--- src/hdl/mrpt_pkg.sv ---
// ----------------------------------------------------------------------------
// mrpt_pkg
// Shared widths, constants and sequencer states for the prime test unit.
// ----------------------------------------------------------------------------
package mrpt_pkg;

    localparam int NUM_WIDTH  = 63;
    localparam int CNT_WIDTH  = $clog2(NUM_WIDTH + 1);
    localparam int NUM_SMALL  = 12;
    localparam int NUM_WIT    = 7;
    localparam int SIDX_WIDTH = $clog2(NUM_SMALL);
    localparam int WIDX_WIDTH = $clog2(NUM_WIT);
    localparam int TDATA_IN_W = ((NUM_WIDTH + 7) / 8) * 8;

    typedef logic [NUM_WIDTH-1:0] t_num;

    typedef enum logic [4:0] {
        ST_IDLE,
        ST_SMALL_INIT,   // start remainder by small prime
        ST_SMALL_STEP,   // one bit of shift-subtract remainder
        ST_SMALL_CHECK,
        ST_SPLIT,        // strip trailing zeros of n-1
        ST_WIT_INIT,
        ST_WRED_STEP,    // witness mod n, bit-serial
        ST_WRED_DONE,
        ST_POW_BIT,      // choose next exponent bit
        ST_MUL_STEP,     // shared modular multiplier, one bit a cycle
        ST_POW_CHECK,
        ST_SQ_NEXT,
        ST_WIT_PASS,     // advance to the next witness or finish
        ST_DONE
    } t_state;

    typedef enum logic [1:0] {
        MUL_POW_ACC,
        MUL_POW_SQ,
        MUL_SQ_LOOP
    } t_mul_kind;

    function automatic logic [5:0] small_prime(input logic [SIDX_WIDTH-1:0] k);
        case (k)
            4'd0:    small_prime = 6'd2;
            4'd1:    small_prime = 6'd3;
            4'd2:    small_prime = 6'd5;
            4'd3:    small_prime = 6'd7;
            4'd4:    small_prime = 6'd11;
            4'd5:    small_prime = 6'd13;
            4'd6:    small_prime = 6'd17;
            4'd7:    small_prime = 6'd19;
            4'd8:    small_prime = 6'd23;
            4'd9:    small_prime = 6'd29;
            4'd10:   small_prime = 6'd31;
            4'd11:   small_prime = 6'd37;
            default: small_prime = 6'd37;
        endcase
    endfunction

    function automatic logic [30:0] witness(input logic [WIDX_WIDTH-1:0] k);
        case (k)
            3'd0:    witness = 31'd2;
            3'd1:    witness = 31'd325;
            3'd2:    witness = 31'd9375;
            3'd3:    witness = 31'd28178;
            3'd4:    witness = 31'd450775;
            3'd5:    witness = 31'd9780504;
            3'd6:    witness = 31'd1795265022;
            default: witness = 31'd2;
        endcase
    endfunction

endpackage

--- src/hdl/miller_rabin_prime_test_unit.sv ---
// ----------------------------------------------------------------------------
// miller_rabin_prime_test_unit
// Deterministic Miller-Rabin primality test of a 63-bit integer.
// ----------------------------------------------------------------------------
// Usage:
//   Slave channel s_axis_* carries one candidate per word (tdata[62:0]).
//   Master channel m_axis_* returns one word per candidate, tdata[0] set
//   when the candidate is prime.
//   One item is worked at a time; s_axis_tready is high only when the unit
//   is idle and its result register is free to be refilled.
//   Small cases are settled by trial division, one small prime at a time.
//   Full cases run up to seven witnesses; each modular product is formed
//   on the shared bit-serial multiply-reduce unit, one product at a time.
//   A 63-bit prime needs about 650 products, at most about 870 products
//   per item.
//   Witness reduction and small-prime remainders use the same
//   one-bit-per-cycle shift-subtract step.
//   Reset empties the result register and returns the sequencer to idle.
//   A stalled receiver holds the result; the next candidate is taken once
//   the result has been read.
// ----------------------------------------------------------------------------
module miller_rabin_prime_test_unit (
    input  logic                            i_clk,
    input  logic                            i_rst_n,
    input  logic                            s_axis_tvalid,
    output logic                            s_axis_tready,
    input  logic [mrpt_pkg::TDATA_IN_W-1:0] s_axis_tdata,  // [62:0] candidate
    output logic                            m_axis_tvalid,
    input  logic                            m_axis_tready,
    output logic [7:0]                      m_axis_tdata   // [0] is_prime
);
    import mrpt_pkg::*;

    t_state    r_state, n_state;
    t_num      r_n, r_d, r_x, r_acc, r_b, r_e, r_y, r_m;
    t_num      n_nv, n_d, n_x, n_acc, n_b, n_e, n_y, n_m;
    logic [CNT_WIDTH-1:0]  r_s, n_s, r_cnt, n_cnt, r_i, n_i;
    logic [SIDX_WIDTH-1:0] r_k, n_k;
    logic [WIDX_WIDTH-1:0] r_w, n_w;
    t_mul_kind r_kind, n_kind;
    logic      r_ov, n_ov, r_res, n_res;

    logic [NUM_WIDTH:0] sh, sh2, add1;
    t_num red1, red2;
    t_num nm1;
    logic in_go;

    assign s_axis_tready = (r_state == ST_IDLE) && !r_ov;
    assign in_go         = s_axis_tvalid && s_axis_tready;
    assign m_axis_tvalid = r_ov;
    assign m_axis_tdata  = {7'd0, r_res};
    assign nm1           = r_n - t_num'(1);

    // shared unit: acc = 2*acc (+ x) mod m, input bit from top of r_y
    always_comb begin
        sh   = {r_acc, 1'b0};
        red1 = (sh >= {1'b0, r_m}) ? t_num'(sh - {1'b0, r_m}) : sh[NUM_WIDTH-1:0];
        add1 = {1'b0, red1} + {1'b0, r_x};
        sh2  = add1;
        red2 = (sh2 >= {1'b0, r_m}) ? t_num'(sh2 - {1'b0, r_m}) : sh2[NUM_WIDTH-1:0];
    end

    always_comb begin
        n_state = r_state;
        n_nv = r_n; n_d = r_d; n_x = r_x; n_acc = r_acc; n_b = r_b; n_e = r_e;
        n_y = r_y; n_m = r_m; n_s = r_s; n_cnt = r_cnt; n_i = r_i; n_k = r_k;
        n_w = r_w; n_kind = r_kind; n_ov = r_ov; n_res = r_res;
        if (r_ov && m_axis_tready) begin
            n_ov = 1'b0;
        end
        case (r_state)
            ST_IDLE: begin
                if (in_go) begin
                    n_nv = s_axis_tdata[NUM_WIDTH-1:0];
                    n_k  = '0;
                    if (s_axis_tdata[NUM_WIDTH-1:0] < t_num'(2)) begin
                        n_res = 1'b0;
                        n_state = ST_DONE;
                    end else begin
                        n_state = ST_SMALL_INIT;
                    end
                end
            end
            ST_SMALL_INIT: begin
                // remainder of n by small prime: feed n bits, add 1 per set bit
                n_acc = '0; n_x = t_num'(1); n_y = r_n;
                n_m = t_num'(small_prime(r_k));
                n_cnt = CNT_WIDTH'(NUM_WIDTH);
                n_state = ST_SMALL_STEP;
            end
            ST_SMALL_STEP: begin
                n_acc = r_y[NUM_WIDTH-1] ? red2 : red1;
                n_y = {r_y[NUM_WIDTH-2:0], 1'b0};
                n_cnt = r_cnt - 1'b1;
                if (r_cnt == CNT_WIDTH'(1)) n_state = ST_SMALL_CHECK;
            end
            ST_SMALL_CHECK: begin
                if (r_acc == '0) begin
                    n_res = (r_n == r_m);
                    n_state = ST_DONE;
                end else if (r_k == SIDX_WIDTH'(NUM_SMALL - 1)) begin
                    n_d = nm1; n_s = '0;
                    n_state = ST_SPLIT;
                end else begin
                    n_k = r_k + 1'b1;
                    n_state = ST_SMALL_INIT;
                end
            end
            ST_SPLIT: begin
                if (r_d[0]) begin
                    n_w = '0;
                    n_state = ST_WIT_INIT;
                end else begin
                    n_d = r_d >> 1;
                    n_s = r_s + 1'b1;
                end
            end
            ST_WIT_INIT: begin
                n_acc = '0; n_x = t_num'(1); n_m = r_n;
                n_y = t_num'(witness(r_w)) << (NUM_WIDTH - 31);
                n_cnt = CNT_WIDTH'(31);
                n_state = ST_WRED_STEP;
            end
            ST_WRED_STEP: begin
                n_acc = r_y[NUM_WIDTH-1] ? red2 : red1;
                n_y = {r_y[NUM_WIDTH-2:0], 1'b0};
                n_cnt = r_cnt - 1'b1;
                if (r_cnt == CNT_WIDTH'(1)) n_state = ST_WRED_DONE;
            end
            ST_WRED_DONE: begin
                if (r_acc == '0) begin
                    n_state = ST_WIT_PASS;
                end else begin
                    n_b = r_acc; n_e = r_d; n_x = t_num'(1);
                    n_state = ST_POW_BIT;
                end
            end
            ST_POW_BIT: begin
                // r_x holds power accumulator here; r_b base
                if (r_e == '0) begin
                    n_state = ST_POW_CHECK;
                end else begin
                    n_acc = '0; n_cnt = CNT_WIDTH'(NUM_WIDTH);
                    n_y = r_b;
                    n_m = r_n;
                    if (r_e[0]) begin
                        n_kind = MUL_POW_ACC;
                        n_b = r_x; n_x = r_b;   // acc*b: y=acc, x=b -> swap roles
                        n_y = r_x;
                    end else begin
                        n_kind = MUL_POW_SQ;
                        n_b = r_x; n_x = r_b;
                    end
                    n_state = ST_MUL_STEP;
                end
            end
            ST_MUL_STEP: begin
                n_acc = r_y[NUM_WIDTH-1] ? red2 : red1;
                n_y = {r_y[NUM_WIDTH-2:0], 1'b0};
                n_cnt = r_cnt - 1'b1;
                if (r_cnt == CNT_WIDTH'(1)) begin
                    case (r_kind)
                        MUL_POW_ACC: begin
                            // keep new power acc in r_b, then square base in r_x
                            n_b = n_acc;
                            n_y = r_x;
                            n_acc = '0; n_cnt = CNT_WIDTH'(NUM_WIDTH);
                            n_kind = MUL_POW_SQ;
                        end
                        MUL_POW_SQ: begin
                            // r_b holds power acc, result is new base
                            n_x = r_b;
                            n_b = n_acc;
                            n_e = r_e >> 1;
                            n_state = ST_POW_BIT;
                        end
                        MUL_SQ_LOOP: begin
                            n_x = n_acc;
                            n_state = ST_SQ_NEXT;
                        end
                        default: n_state = ST_IDLE;
                    endcase
                end
            end
            ST_POW_CHECK: begin
                if (r_x == t_num'(1) || r_x == nm1) begin
                    n_state = ST_WIT_PASS;
                end else if (r_s <= CNT_WIDTH'(1)) begin
                    n_res = 1'b0; n_state = ST_DONE;
                end else begin
                    // first squaring after the power
                    n_i = CNT_WIDTH'(1);
                    n_kind = MUL_SQ_LOOP; n_acc = '0; n_y = r_x; n_m = r_n;
                    n_cnt = CNT_WIDTH'(NUM_WIDTH); n_state = ST_MUL_STEP;
                end
            end
            ST_SQ_NEXT: begin
                // r_i squarings done so far
                if (r_x == nm1) begin
                    n_state = ST_WIT_PASS;
                end else if (r_i + 1'b1 >= r_s) begin
                    n_res = 1'b0; n_state = ST_DONE;
                end else begin
                    n_i = r_i + 1'b1;
                    n_kind = MUL_SQ_LOOP; n_acc = '0; n_y = r_x; n_m = r_n;
                    n_cnt = CNT_WIDTH'(NUM_WIDTH); n_state = ST_MUL_STEP;
                end
            end
            ST_WIT_PASS: begin
                if (r_w == WIDX_WIDTH'(NUM_WIT - 1)) begin
                    n_res = 1'b1; n_state = ST_DONE;
                end else begin
                    n_w = r_w + 1'b1; n_state = ST_WIT_INIT;
                end
            end
            ST_DONE: begin
                if (!r_ov || m_axis_tready) begin
                    n_ov = 1'b1;
                    n_state = ST_IDLE;
                end
            end
            default: n_state = ST_IDLE;
        endcase
    end

    always_ff @(posedge i_clk) begin
        if (!i_rst_n) begin
            r_state <= ST_IDLE;
            r_ov    <= 1'b0;
            r_kind  <= MUL_POW_ACC;
        end else begin
            r_state <= n_state;
            r_ov    <= n_ov;
            r_kind  <= n_kind;
        end
        r_n <= n_nv; r_d <= n_d; r_x <= n_x; r_acc <= n_acc; r_b <= n_b;
        r_e <= n_e; r_y <= n_y; r_m <= n_m; r_s <= n_s; r_cnt <= n_cnt;
        r_i <= n_i; r_k <= n_k; r_w <= n_w; r_res <= n_res;
    end

    a_busy_not_ready: assert property (@(posedge i_clk) disable iff (!i_rst_n)
        (r_state != ST_IDLE) |-> !s_axis_tready)
        else $error("ready while busy");
    a_out_hold: assert property (@(posedge i_clk) disable iff (!i_rst_n)
        (m_axis_tvalid && !m_axis_tready) |=> (m_axis_tvalid && $stable(m_axis_tdata)))
        else $error("result dropped under stall");
    a_take_idle: assert property (@(posedge i_clk) disable iff (!i_rst_n)
        (s_axis_tvalid && s_axis_tready) |=> (r_state != ST_IDLE))
        else $error("accepted item not started");

endmodule
--- config.mk ---
export PLATFORM = sky130hd
export DESIGN_NAME = miller_rabin_prime_test_unit
export DESIGN_NICKNAME = d
export VERILOG_FILES = /design/src/hdl/mrpt_pkg.sv /design/src/hdl/miller_rabin_prime_test_unit.sv
export SDC_FILE = /design/constraint.sdc
export NUM_CORES = 2
export LEC_CHECK = 0
export BUFFER_PORTS_ARGS = -buffer_cell sky130_fd_sc_hd__buf_4
export CORE_UTILIZATION = 59
export CTS_CLUSTER_DIAMETER = 80
export CTS_CLUSTER_SIZE = 14
export DETAILED_ROUTE_END_ITERATION = 6
export PLACE_DENSITY_LB_ADDON = 0.2
export SLEW_MARGIN = 0
export SYNTH_ARGS = -nofsm -noshare
export SYNTH_HDL_FRONTEND = slang
export SYNTH_SLANG_ARGS = --single-unit
--- constraint.sdc ---
create_clock -name i_clk -period 11.51 [get_ports i_clk]
set_input_delay 1.7265 -clock i_clk [delete_from_list [all_inputs] [get_ports i_clk]]
set_output_delay 1.7265 -clock i_clk [all_outputs]
set_load 0.02 [all_outputs]
==> results.yml <==
status:
  status: "finished with violations"
  violations: "DRC"
logic_synthesis:
  synth.most_common_cell: "nand2_1"
  yosysSeqAreaShare: 0.386
  synth_cells: 4803
  synth_top_flop_cell: "edfxtp_1"
  synth_edf_count: 530
  yosysWarnings: 0
  syn_area_um2: 41900
  syn_area_per_cell_um2: 8.73
  async_flop_share: 0
  synth.largest_area_cell: "edfxtp_1"
  synthTopCellsByCount: "632 x nand2_1, 530 x edfxtp_1, 436 x a21oi_1"
  synth.top_cell.area_share: 0.380
  synth.distinct_cells: 94
  synthTopCellsByArea: "edfxtp_1 38%, ha_1 6.4%, nand2_1 5.7%"
  synth-seq-cells: 543
setup_path:
  crit_path_top_delay_cell: "edfxtp_1"
  worstSetupPathType: "flip-flop to flip-flop"
  crit_path_max_fanout: 10
  arrival_ns: 11.74
  critPathCaptureType: "flip-flop"
  path_buf_inv: 5
  slowest_delay_ns: 0.67
  crit_path_start_kind: "flip-flop"
  required_ns: 11.92
  crit_family: "simple AND/OR/NAND/NOR gates"
  path_common_cell: "buf_4"
floorplan:
  die_x_um: 269
  initial_core_util: 0.598
  rows: 97
  ioPinCount: 78
  dieHeight_um: 269
  core_area_um2: 70100
  dieArea_um2: 72100
cts:
  numCtsBuffers: 45
  clockBufferDepth: 3
  cts-resized-gates: 0
  cts_setup_buffers: 0
  clock_latency_ns: 0.61
  cts_max_level: 2
  cts_root_buffer: "clkbuf_16"
  hold_buffers: 0
  cts_tree: "done"
  cts_sinks: 543
  clk_pin_slew_ns: 0.07
sta:
  rsz0062_at_grt: "false"
  finalCriticalPeriod_ns: 11.34
  fin_skew_ns: 0.0184
  post-route-period-util: 0.985
  slew_headroom: 0.0961
  finalHoldViolations: 0
  worst_pin_slew_ns: 1.34
  final-setup-viol-count: 0
  drv_slew: 0
  finalSetupTns_ns: 0
  fmax_mhz: 88.2
detailed_routing:
  drc: 7
  avgRoutedWirePerCell_um: 28.4
  ant_nets: 0
  vias_per_cell: 6.99
  num_vias: 39700
  drtIter0Drc: 5342
  dr.pass1.iters: 7
  drt_wl_total_um: 162000
global_routing:
  grt_pass1_vias: 36000
  antenna_found_initial: 3
  grt_overflow_total: 0
  track_usage: 0.438
  grt_pass1_wl_um: 233000
  grt_max_degree: 94
finish:
  stdcell_count: 5684
  diodes: 0
  drive_gt1_frac: 0.0742
  syn_to_final_growth_pct: 6.48
  layout.nets: 5004
worst_hold_path:
  hold_class: "flip-flop to flip-flop"
place:
  place.detailed.hpwl_um: 123000
  dp.cells: 5610
  portBuffers: 69
  gp_congestion: 1.05
job:
  maxCapViolCount: 0
path summary, 6_finish.rpt:
check | startpoint | endpoint | slack [ns] | cells after the start
max | r_acc[7] | r_b[53] | 0.17 | 33
min | r_kind[1] | r_kind[1] | 0.50 | 2
max reg2reg | r_acc[7] | r_b[53] | 0.17 | 33
min reg2reg | r_kind[1] | r_kind[1] | 0.50 | 2
per-stage QoR:
stage          worst slack [ns]  cell area (um2)  hold slack, ns  utilization
2_1_floorplan              2.42            42000           0.446            -
3_3_place_gp               1.08            43400           0.466        0.619
3_5_place_dp              0.856            43400           0.489        0.619
4_1_cts                   0.786            44600           0.498        0.636
5_1_grt                  0.0647            44600           0.529        0.636
6_report                  0.172            44600           0.497        0.636
per-layer routing:
metal	vias up	part of all wire	global-route usage
met3	538	0.12	0.110
met1	18900	0.38	0.564
met5	-	0.00025	0
met2	2626	0.42	0.651
met4	6	0.083	0.296
li1	17600	-	-
cells in the final DEF (no fill, tap or decap), drive strengths merged, types with 18 or more instances in the layout:
| cell | instances |
|---|---|
| a31o | 22 |
| a221oi | 28 |
| nor2b | 72 |
| mux2 | 43 |
| nand2 | 632 |
| or3 | 30 |
| and3 | 108 |
| a21o | 105 |
| nor3 | 108 |
| buf | 166 |
| mux2i | 38 |
| or2 | 18 |
| a22oi | 42 |
| and2 | 27 |
| a31oi | 92 |
| o21bai | 32 |
| xnor2 | 204 |
| inv | 173 |
| nand3 | 103 |
| nor4 | 114 |
| a211oi | 36 |
| a21oi | 439 |
| o31ai | 31 |
| nor2 | 370 |
| o21ai | 306 |
| o21a | 32 |
| nand2b | 38 |
| or4 | 25 |
| ha | 216 |
| a21boi | 19 |
| nand4 | 94 |
| clkbuf | 69 |
| xor2 | 118 |
| edfxtp | 530 |
| o211ai | 38 |
worst reg2reg max path, delay by kind of cell, from the launching register on:
kind / cells / cell delay (ns)
compound gates: 10 / 3.40
xor+xnor: 1 / 0.23
fa+ha+maj: 3 / 1.20
buf+inv: 5 / 0.94
flops: 1 / 0.67
mux: 1 / 0.38
simple gates: 13 / 4.36
flip-flops by register name (all words and copies together) (netlist names), 6 cells and up, named ones only:
name and count:
r_y 63, r_i 6, r_s 6, r_d 63, r_m 63, r_n 63
r_e 63, r_x 63, r_acc 63, r_cnt 6, r_b 63
layout make-up:
| class | count | area [um2] |
|---|---|---|
| clock buffer | 69 | 1220 |
| fill | 6288 | 25500 |
| tap | 940 | 1180 |
| multi-input combinational | 3790 | 24100 |
| inverter | 171 | 642 |
| timing repair buffer | 166 | 1280 |
| sequential | 543 | 16200 |
| clock inverter | 5 | 38.8 |
kinds of logic after synthesis:
logic type	count (synthesis)	share of synthesized area
other	1	0.0000894
adder cells (fa/ha/maj)	219	0.0659
AO/OA/AOI/OAI	1367	0.206
flip-flops	543	0.386
buffers and inverters	476	0.0444
AND/OR/NAND/NOR	1789	0.207
XOR/XNOR	327	0.0701
multiplexers	81	0.0206
Power is left out: the tool's default activity adds up to more than one toggle a clock period on the data nets, which glitch-free logic cannot reach.
